### config.mk
export PLATFORM = sky130hd
export DESIGN_NAME = ssh_transport_deframer_core
export DESIGN_NICKNAME = d
export VERILOG_FILES = /design/src/rtl/sshdf_pkg.sv /design/src/rtl/ssh_transport_deframer_core.sv
export SDC_FILE = /design/constraint.sdc
export NUM_CORES = 1
export LEC_CHECK = 0
export BUFFER_PORTS_ARGS = -buffer_cell sky130_fd_sc_hd__buf_2
export CAP_MARGIN = 20
export CORE_MARGIN = 2
export CORE_UTILIZATION = 38
export DETAILED_ROUTE_END_ITERATION = 8
export HOLD_SLACK_MARGIN = 0.06
export PLACE_DENSITY = 0.6
export SLEW_MARGIN = 30
export SYNTH_ARGS = -nofsm -noshare
export SYNTH_HDL_FRONTEND = slang
export SYNTH_SLANG_ARGS = --single-unit
### constraint.sdc
create_clock -name clk_i -period 7.1 [get_ports clk_i]
set_clock_uncertainty 0.05 [all_clocks]
set_input_delay 1.065 -clock clk_i [delete_from_list [all_inputs] [get_ports clk_i]]
set_output_delay 1.065 -clock clk_i [all_outputs]
set_load 0.05 [all_outputs]
### src/rtl/sshdf_pkg.sv
// sshdf_pkg: shared types and constants of the ssh transport deframer
// used by ssh_transport_deframer_core and its port checker
// no dependencies
package sshdf_pkg;

  // event kinds, carried on m_axis_tuser
  typedef enum logic [2:0] {
    EV_VERSION  = 3'd0,
    EV_KEXINIT  = 3'd1,
    EV_NEWKEYS  = 3'd2,
    EV_KEX_REC  = 3'd3,
    EV_KEX_DROP = 3'd4,
    EV_OTHER    = 3'd5,
    EV_ERROR    = 3'd6
  } ev_kind_e;

  // deframer phases, one-hot
  typedef enum logic [4:0] {
    PH_PREFIX  = 5'b00001,
    PH_NEWLINE = 5'b00010,
    PH_HEADER  = 5'b00100,
    PH_BODY    = 5'b01000,
    PH_LOCKED  = 5'b10000
  } phase_e;

  // configuration register indexes
  localparam int unsigned CfgIdxW = 2;
  localparam logic [CfgIdxW-1:0] CFG_ENABLE  = 2'd0;
  localparam logic [CfgIdxW-1:0] CFG_MAX_LEN = 2'd1;

  localparam int unsigned LenW      = 24;
  localparam int unsigned TotalW    = 25;
  localparam int unsigned HdrW      = 48;
  localparam int unsigned InDataW   = 8;
  localparam int unsigned OutDataW  = 64;
  localparam int unsigned OutUserW  = 3;

  localparam logic [LenW-1:0] MAX_LEN_RESET = 24'd32768;

  localparam logic [7:0] CHAR_S  = 8'h53;
  localparam logic [7:0] CHAR_H  = 8'h48;
  localparam logic [7:0] CHAR_DASH = 8'h2D;
  localparam logic [7:0] CHAR_LF = 8'h0A;

  localparam logic [7:0] MSG_KEXINIT = 8'd20;
  localparam logic [7:0] MSG_NEWKEYS = 8'd21;
  localparam logic [7:0] MSG_KEX_LO  = 8'd30;
  localparam logic [7:0] MSG_KEX_HI  = 8'd49;

  // bit positions of the result fields in m_axis_tdata
  localparam int unsigned TdCodeLsb  = 0;
  localparam int unsigned TdTotalLsb = 8;
  localparam int unsigned TdPlenLsb  = 33;
  localparam int unsigned TdSlotLsb  = 57;

  typedef struct packed {
    ev_kind_e          kind;
    logic [7:0]        code;
    logic [TotalW-1:0] total;
    logic [LenW-1:0]   plen;
    logic [2:0]        slot;
  } result_t;

  // expected character of the version prefix "SSH-"
  function automatic logic [7:0] prefix_char(input logic [1:0] pos);
    logic [7:0] c;
    case (pos)
      2'd0:    c = CHAR_S;
      2'd1:    c = CHAR_S;
      2'd2:    c = CHAR_H;
      default: c = CHAR_DASH;
    endcase
    return c;
  endfunction

endpackage

### src/rtl/ssh_transport_deframer_core.sv
// ssh_transport_deframer_core: byte-serial ssh version line and binary packet deframer
// depends on sshdf_pkg
// checked by sshdf_checker (bound in its own file)
//
// usage: one byte of the tcp application stream per s_axis transaction.
// the block hunts for "SSH-" (with kmp style restart), then for the newline that
// closes the version line, then frames binary packets (4 byte length, padding
// byte, message code, body). it emits at most one event per byte on m_axis:
// version end, kexinit, newkeys, kex recorded/dropped, other, framing error.
// config writes (enable, max_payload_len) arrive on the cfg channel, always ready.
// output: each event is registered in the event register, or in the skid register
// when that one is occupied. throughput: one byte per cycle while s_axis_tready is
// high; all work for a byte is one pass of header shift, length check and counter
// logic between the input edge and the event register.
// stall: a skid register behind the event register holds one more event, so
// bytes keep flowing while one event waits; s_axis_tready drops only while the
// skid register is occupied.
// reset: enable=1, max_payload_len=32768, prefix hunt restarts, kex table empty.
// a framing error locks the deframer until reset.
module ssh_transport_deframer_core #(
  parameter int unsigned KEX_TABLE_DEPTH = 8
) (
  input  logic                              clk_i,
  input  logic                              rst_ni,
  // stream input, tdata: data_byte[7:0]
  input  logic                              s_axis_tvalid,
  output logic                              s_axis_tready,
  input  logic [sshdf_pkg::InDataW-1:0]     s_axis_tdata,
  // event output
  output logic                              m_axis_tvalid,
  input  logic                              m_axis_tready,
  // tdata: code_byte[7:0], packet_total[32:8], payload_length[56:33],
  //        kex_slot[59:57], zero[63:60]
  output logic [sshdf_pkg::OutDataW-1:0]    m_axis_tdata,
  // tuser: event_kind[2:0]
  output logic [sshdf_pkg::OutUserW-1:0]    m_axis_tuser,
  // configuration write channel
  input  logic                              cfg_valid_i,
  output logic                              cfg_ready_o,
  input  logic [sshdf_pkg::CfgIdxW-1:0]     cfg_index_i,
  input  logic [sshdf_pkg::LenW-1:0]        cfg_data_i
);
  import sshdf_pkg::*;

  localparam int unsigned KexCntW = $clog2(KEX_TABLE_DEPTH + 1);
  localparam logic [KexCntW-1:0] KexDepth = KexCntW'(KEX_TABLE_DEPTH);

  // configuration
  logic            enable_q;
  logic [LenW-1:0] max_len_q;

  // deframer state
  phase_e             phase_q, phase_d;
  logic [1:0]         prefix_q, prefix_d;
  logic [HdrW-1:0]    hdr_q, hdr_d;
  logic [2:0]         hdr_cnt_q, hdr_cnt_d;
  logic [LenW-1:0]    remain_q, remain_d;
  logic [KexCntW-1:0] kex_cnt_q, kex_cnt_d;

  // event and skid registers
  result_t out_q, out_d, skid_q, skid_d;
  logic    out_valid_q, out_valid_d, skid_valid_q, skid_valid_d;

  logic       in_xact;
  logic       out_xact;
  logic       ev_valid;
  result_t    ev;

  // header view used for checks and packet end
  logic [HdrW-1:0] hdr_shift;
  logic [HdrW-1:0] hdr_fin;
  logic [31:0]     len_w, plen_w, fin_len, fin_plen;
  logic            hdr_bad;
  logic            finish;
  logic [7:0]      fin_code;
  logic [7:0]      b;

  assign cfg_ready_o   = 1'b1;
  assign s_axis_tready = !skid_valid_q;
  assign in_xact       = s_axis_tvalid && s_axis_tready;
  assign out_xact      = out_valid_q && m_axis_tready;
  assign b             = s_axis_tdata;

  assign hdr_shift = {hdr_q[HdrW-9:0], b};
  assign len_w     = hdr_shift[47:16];
  assign plen_w    = len_w - {24'd0, hdr_shift[15:8]} + 32'd5;
  assign hdr_bad   = (len_w < 32'd2) || (len_w > {8'd0, max_len_q}) ||
                     (plen_w == 32'd0) || (plen_w > {8'd0, max_len_q});

  // packet end on the sixth header byte uses the fresh header
  assign hdr_fin  = (phase_q == PH_HEADER) ? hdr_shift : hdr_q;
  assign fin_len  = hdr_fin[47:16];
  assign fin_plen = fin_len - {24'd0, hdr_fin[15:8]} + 32'd5;
  assign fin_code = hdr_fin[7:0];

  // per-byte state update
  always_comb begin
    phase_d   = phase_q;
    prefix_d  = prefix_q;
    hdr_d     = hdr_q;
    hdr_cnt_d = hdr_cnt_q;
    remain_d  = remain_q;
    kex_cnt_d = kex_cnt_q;
    ev_valid  = 1'b0;
    ev        = '{kind: EV_VERSION, code: 8'd0, total: '0, plen: '0, slot: 3'd0};
    finish    = 1'b0;

    if (in_xact && enable_q) begin
      case (phase_q)
        PH_PREFIX: begin
          if (b == prefix_char(prefix_q)) begin
            if (prefix_q == 2'd3) begin
              prefix_d = 2'd0;
              phase_d  = PH_NEWLINE;
            end else begin
              prefix_d = prefix_q + 2'd1;
            end
          end else if (prefix_q == 2'd2 && b == CHAR_S) begin
            prefix_d = 2'd2;
          end else if (b == CHAR_S) begin
            prefix_d = 2'd1;
          end else begin
            prefix_d = 2'd0;
          end
        end
        PH_NEWLINE: begin
          if (b == CHAR_LF) begin
            phase_d   = PH_HEADER;
            hdr_cnt_d = 3'd0;
            hdr_d     = '0;
            ev_valid  = 1'b1;
          end
        end
        PH_HEADER: begin
          hdr_d = hdr_shift;
          if (hdr_cnt_q == 3'd5) begin
            hdr_cnt_d = 3'd0;
            if (hdr_bad) begin
              phase_d  = PH_LOCKED;
              ev_valid = 1'b1;
              ev.kind  = EV_ERROR;
              ev.code  = b;
            end else if (len_w[LenW-1:0] == LenW'(2)) begin
              finish = 1'b1;
            end else begin
              remain_d = len_w[LenW-1:0] - LenW'(2);
              phase_d  = PH_BODY;
            end
          end else begin
            hdr_cnt_d = hdr_cnt_q + 3'd1;
          end
        end
        PH_BODY: begin
          remain_d = remain_q - LenW'(1);
          if (remain_q == LenW'(1)) begin
            finish = 1'b1;
          end
        end
        default: begin
          // locked: bytes are dropped until reset
        end
      endcase

      if (finish) begin
        ev_valid  = 1'b1;
        ev.code   = fin_code;
        ev.total  = TotalW'({1'b0, fin_len[LenW-1:0]} + 25'd4);
        ev.plen   = fin_plen[LenW-1:0];
        phase_d   = PH_HEADER;
        hdr_cnt_d = 3'd0;
        hdr_d     = '0;
        remain_d  = '0;
        if (fin_code == MSG_KEXINIT) begin
          ev.kind = EV_KEXINIT;
        end else if (fin_code == MSG_NEWKEYS) begin
          ev.kind = EV_NEWKEYS;
        end else if (fin_code >= MSG_KEX_LO && fin_code <= MSG_KEX_HI) begin
          if (kex_cnt_q < KexDepth) begin
            ev.kind   = EV_KEX_REC;
            ev.slot   = 3'(kex_cnt_q);
            kex_cnt_d = kex_cnt_q + KexCntW'(1);
          end else begin
            ev.kind = EV_KEX_DROP;
          end
        end else begin
          ev.kind = EV_OTHER;
        end
      end
    end
  end

  // event register with one-deep skid behind it
  always_comb begin
    out_d        = out_q;
    skid_d       = skid_q;
    out_valid_d  = out_valid_q;
    skid_valid_d = skid_valid_q;
    if (out_xact) begin
      if (skid_valid_q) begin
        out_d        = skid_q;
        skid_valid_d = 1'b0;
      end else begin
        out_valid_d = 1'b0;
      end
    end
    if (ev_valid) begin
      if (!out_valid_q || (out_xact && !skid_valid_q)) begin
        out_d       = ev;
        out_valid_d = 1'b1;
      end else begin
        skid_d       = ev;
        skid_valid_d = 1'b1;
      end
    end
  end

  always_ff @(posedge clk_i or negedge rst_ni) begin
    if (!rst_ni) begin
      enable_q     <= 1'b1;
      max_len_q    <= MAX_LEN_RESET;
      phase_q      <= PH_PREFIX;
      prefix_q     <= 2'd0;
      hdr_q        <= '0;
      hdr_cnt_q    <= 3'd0;
      remain_q     <= '0;
      kex_cnt_q    <= '0;
      out_valid_q  <= 1'b0;
      skid_valid_q <= 1'b0;
    end else begin
      if (cfg_valid_i && cfg_ready_o) begin
        case (cfg_index_i)
          CFG_ENABLE:  enable_q  <= cfg_data_i[0];
          CFG_MAX_LEN: max_len_q <= cfg_data_i;
          default: begin
            // writes beyond the register list are dropped
          end
        endcase
      end
      phase_q      <= phase_d;
      prefix_q     <= prefix_d;
      hdr_q        <= hdr_d;
      hdr_cnt_q    <= hdr_cnt_d;
      remain_q     <= remain_d;
      kex_cnt_q    <= kex_cnt_d;
      out_valid_q  <= out_valid_d;
      skid_valid_q <= skid_valid_d;
    end
  end

  // event payload, no reset needed
  always_ff @(posedge clk_i) begin
    out_q  <= out_d;
    skid_q <= skid_d;
  end

  assign m_axis_tvalid = out_valid_q;
  assign m_axis_tuser  = out_q.kind;
  assign m_axis_tdata  = {4'd0, out_q.slot, out_q.plen, out_q.total, out_q.code};

endmodule

# Word-level counts from Yosys, hierarchy flattened

Index checks and enable logic that the tools add are counted.
Widths: inputs -> output; s select.

Flip-flop bits (word level): 231
Output and inout port bits: 70
Word-level logic and storage cells: 153
Input bits: 39

Reductions and logical operators: 27
Multiplexer cells: 64
Order comparisons: 6
Add/sub/neg operators: 10
Bitwise gates (word level): 3
Equal/unequal tests: 23

Operators by type and width:

| kind                  | count |
|---|---|
| $mux 63               | 6 |
| $mux 40               | 3 |
| $mux 24               | 4 |
| $pmux 40 s2           | 1 |
| $gt 32x24->1          | 2 |
| $pmux 24 s2           | 1 |
| $mux 5                | 7 |
| $mux 11               | 3 |
| $mux 3                | 11 |
| $add 32x3->32 const B | 1 |
| $logic_not 32->1      | 1 |
| $lt 32x2->1 const B   | 1 |
| $sub 32x8->32         | 1 |
| $add 24x3->25 const B | 1 |
| $add 24x3->24 const B | 1 |
| $eq 24x1->1 const B   | 1 |
| $eq 24x2->1 const B   | 1 |
| $sub 24x1->24 const B | 1 |
| $sub 24x2->24 const B | 1 |
| $sub 24x8->24         | 1 |
| $mux 1                | 18 |
| $eq 8x5->1 const B    | 2 |
| $mux 8                | 2 |
| $pmux 5 s3            | 1 |
| other kinds (37)      | 61 |

# Depth between registers and ports, before layout

Word-level depth: 13
Mapped depth: 26
Depth with buffers taken out: 24

# Least setup slack after synthesis

No wires, ideal clock.

Path kind: flip-flop to flip-flop
Start: register hdr_q[9]
End: register skid_q[0] in the netlist's numbering (enable)
Setup slack: -0.702 ns
Buffers on the path: 0
Library setup time: 0.505 ns
Stages on the path, launching flop included: 24
Arrival time: 7.247 ns
Data required time: 6.545 ns
Clock period less this slack: 7.802 ns
Cell sequence: dfrtp_1 -> inv_1 -> ha_1 -> inv_1 -> ha_1 -> inv_1 -> fa_1 -> nand2b_1 -> a21oi_1 -> o2111a_1 -> o2111ai_2 -> nand3_1 -> xnor2_1 -> ha_1 -> nand4_1 -> nor3_1 -> nand3b_1 -> o221ai_1 -> nor4_1 -> o2111ai_1 -> a2111oi_4 -> a21oi_2 -> o21ai_0 -> a21oi_1

Cells in the longest elaborated chain, start to end: 12
Elaborated cells between the ends (all ways): 21
Those cells by class: 2 x add/sub; 3 x order compare; 1 x eq/ne; 10 x mux; 5 x reduce/logical

Ends and longest elaborated chain:

| what                                                                  | RTL line                           | text |
|---|---|---|
| from (decl)                                                           | ssh_transport_deframer_core.sv:55  | `logic [HdrW-1:0] hdr_q, hdr_d;` |
| from (signal assigned)                                                | ssh_transport_deframer_core.sv:241 | `hdr_q <= hdr_d;` |
| parallel branches: the longest is 9 deep, another holds $sub 32x8->32 | -                                  |  |
| $mux 1 (*)                                                            | ssh_transport_deframer_core.sv:164 | `if (finish) begin` |
| $mux 1 (*)                                                            | ssh_transport_deframer_core.sv:108 | `if (in_xact && enable_q) begin` |
| $reduce_and 2->1 (no source line) (*)                                 | -                                  |  |
| to (signal assigned)                                                  | ssh_transport_deframer_core.sv:253 | `skid_q <= skid_d;` |
| to (decl)                                                             | ssh_transport_deframer_core.sv:61  | `result_t out_q, out_d, skid_q, skid_d;` |

Mark *: on every way between the ends. The select of a mux whose other input is x is not followed.
A chain may end at the register's enable or synchronous reset.

# Final worst setup path

Start: register hdr_q[9]
End: register remain_q[19]

Cells in the longest elaborated chain, start to end: 11
Elaborated cells between the ends (all ways): 26
Those cells by class: 3 x add/sub; 3 x order compare; 4 x eq/ne; 10 x mux; 6 x reduce/logical

Ends and longest elaborated chain:

| what                                                                   | RTL line                           | text |
|---|---|---|
| parallel branches: the longest is 11 deep, another holds $sub 32x8->32 | -                                  |  |
| to (signal assigned)                                                   | ssh_transport_deframer_core.sv:243 | `remain_q <= remain_d;` |
| to (decl)                                                              | ssh_transport_deframer_core.sv:57  | `logic [LenW-1:0] remain_q, remain_d;` |

Several ways; the timed one is not identified. The select of a mux whose other input is x is not followed.

==> flow_summary.toml <==
[run_status]
status = "complete, no violations"

[die]
start_util = 0.385
row_count = 78
die-area_mm2 = 0.0478
die_w_um = 219
die_h_um = 219
io-pin-count = 109
core_area_mm2 = 0.0454

[final_layout]
drive_gt1_frac = 0.182
num_antenna_cells = 0
fillers = 4404
fin_util = 0.433
syn_to_final_growth_pct = 12.3
nets = 2150

[placement]
gp_congestion = 0.964
place.detailed.hpwl_um = 41900
portBuffers = 103

[synthesis]
yosysWarnings = 0
seq_area_frac_synth = 0.331
synth_area_per_cell_um2 = 9.35
async_reset_ff_frac = 0.455
ys_ff_latch = 231
synth_ff_type = "dfrtp_1"
yosysTopAreaCell = "dfrtp_1"
synth_common_cells = "ha_1, inv_1, nor3_1, nor2_1, dfrtp_1"
synth_edf_count = 63
synth_top_area_frac = 0.146
synth_cells = 1871
synth_area_mm2 = 0.0175
yosys-top-cells-area = "dfrtp_1, ha_1, edfxtp_1"
synthDistinctLibCells = 104
synth.most_common_cell = "ha_1"

[setup_path]
critPathMaxFanout = 15
crit_required_ns = 7.51
crit_path_end_kind = "register"
r2r_slack_ns = 0.53
worstReg2RegStart = "hdr_q[9]"
reg2regPathDepth = 25
worst-endpoint-arrival_ns = 6.98
setup.worst_path.class = "reg2reg"
r2r_end = "remain_q[19]"
worstSetupStartpointType = "register"

[clock_tree]
post_cts_buffers = 0
cts-resized-gates = 0
clock-sinks = 231
hold_buffers = 0
path_clk_slew_ns = 0.06
clkLatencyLatePin_ns = 0.58
cts_tree = "built"
numCtsBuffers = 29
htreeDepth = 1
cts_buffer_depth = 3
clock-root-buffer = "clkbuf_16"

[power]
clkPwrFrac = 0.495
power.leakage_nw = 8.62
power_frac_seq = 0.446
p_sw_w = 0.000765
comb_power_share = 0.058
switching_share = 0.244
p_per_area_mw_per_mm2 = 160
p_int_w = 0.00238
vdd_drop_max_mv = 0.195

[global_routing]
grt_pass1_vias = 14100
grt_util_all_layers = 0.224
grt_max_degree = 88
antenna_found_initial = 2
grt_pass1_wl_um = 83200
overflow = 0

[detailed_routing]
viasPerCell = 5.71
drt_iter0_markers = 1136
detail-route-antenna-nets = 0
wl_per_cell_um = 21.2
remaining_drc_errors = 0
drt_pass1_iterations = 5
vias = 14700
wirelength_um = 54400

[sta]
hold_slack_ns = 0.423
setup_viol = 0
hold_viol = 0
period_needed_ns = 6.57
slew_headroom = 0.332
grt_setup_unrepaired = "false"
tns_ns = 0
slew_viol_final = 0
fin_crit_sh = 0.925
max_freq_mhz = 152
tightestPinTransition_ns = 0.993

[run]
maxCapViolations = 0

[hold_path]
hold_path.class = "in2async"
==> area by class of cell <==
type                       instances  area (um^2)  share of cell area
clock buffer                      35          768              0.0391
clock inverter                    19          243              0.0124
inverter                         134          503              0.0256
multi-input combinational       1412        10800               0.548
sequential                       231         5780               0.295
tap                              600          751              0.0382
timing repair buffer             139          833              0.0424
==> metal layers <==
metal / wire length [um] / vias up / GRT usage
met1: 23800 / 7067 / 0.299
met4: 2080 / 4 / 0.0816
li1: - / 7035 / -
met2: 25200 / 471 / 0.366
met5: 28 / - / 0
met3: 3290 / 95 / 0.0320
==> worst max-delay path by stage <==
stage	start	endpoint	slack [ns]
after floorplan	hdr_q[9]	skid_q[0]	0.52
after global placement	hdr_q[10]	skid_q[17]	0.66
after detailed placement	hdr_q[9]	skid_q[15]	0.46
after CTS	hdr_q[9]	skid_q[14]	0.41
after global routing	hdr_q[9]	skid_q[12]	0.007
final	hdr_q[9]	remain_q[19]	0.53
==> cells in the final DEF (no fill, tap or decap), types with 12 or more instances in the layout <==
cell type / n
or3_1: 13
xor2_1: 12
nand3_1: 56
xnor2_1: 67
nor2_1: 121
a21o_1: 15
nand2b_1: 19
o21ai_0: 75
nor2b_1: 18
mux2i_1: 45
mux2_4: 37
buf_4: 32
nand4_1: 31
a21oi_1: 90
dfrtp_1: 102
edfxtp_1: 63
dfxtp_1: 63
nor4_1: 26
a22o_1: 37
a221o_1: 13
nand2_1: 99
and3_1: 25
o31ai_1: 22
mux2_2: 82
buf_2: 102
nor3_1: 128
ha_1: 162
clkbuf_16: 29
inv_1: 132
==> state kept, by name, summed over array words and instances, names as in the netlist <==
register       flops
m_axis_tuser       3
enable_q           1
hdr_cnt_q          3
remain_q          24
phase_q            5
prefix_q           2
skid_valid_q       1
hdr_q             40
m_axis_tdata      60
max_len_q         24
kex_cnt_q          4
skid_q            63
m_axis_tvalid      1
==> power by group through the flow <==
stage                     sequential, W  combinational, W  clock (W)
after floorplan                 0.00142          0.000104          0
after global placement          0.00143          0.000176          0
after detailed placement        0.00143          0.000181          0
after CTS                       0.00140          0.000182    0.00159
after global routing            0.00140          0.000200    0.00165
final                           0.00140          0.000184    0.00156
==> critical path: stages, from the launching register on <==
cell and delay [ns]:
dfrtp_1 0.48, inv_1 0.13, ha_1 0.29, inv_1 0.06
ha_1 0.17, inv_1 0.06, fa_1 0.39, nand2b_1 0.22
a21oi_1 0.39, o2111a_1 0.40, o2111ai_2 0.18, nand3_1 0.17
xnor2_1 0.17, ha_1 0.34, nand4_1 0.12, nor3_1 0.26
o2bb2ai_1 0.19, o221ai_1 0.16, nor4_1 0.27, o2111ai_1 0.22
a2111oi_4 0.35, buf_4 0.25, a31o_1 0.39, buf_4 0.24
nor3_4 0.11, a221o_1 0.38
==> through the flow <==
stage / instance area, um^2 / power [W] / cells / setup slack [ns]
3_5_place_dp: 18600 / 0.00161 / 2516 / 0.465
2_1_floorplan: 17500 / 0.00152 / 1874 / 0.515
5_1_grt: 19600 / 0.00326 / 2570 / 0.00740
3_3_place_gp: 18600 / 0.00160 / 2514 / 0.659
4_1_cts: 19600 / 0.00318 / 2570 / 0.407
6_report: 19600 / 0.00314 / 2570 / 0.529
==> cell families after synthesis <==
kind of cell | count (synthesis) | share of synthesized area
XOR/XNOR | 80 | 0.0405
flip-flops | 231 | 0.331
adder cells (fa/ha/maj) | 164 | 0.118
other | 2 | 0.000429
multiplexers | 164 | 0.110
buffers and inverters | 231 | 0.0594
AND/OR/NAND/NOR | 621 | 0.189
AO/OA/AOI/OAI | 378 | 0.151
Power figures use the tool's default switching activity.
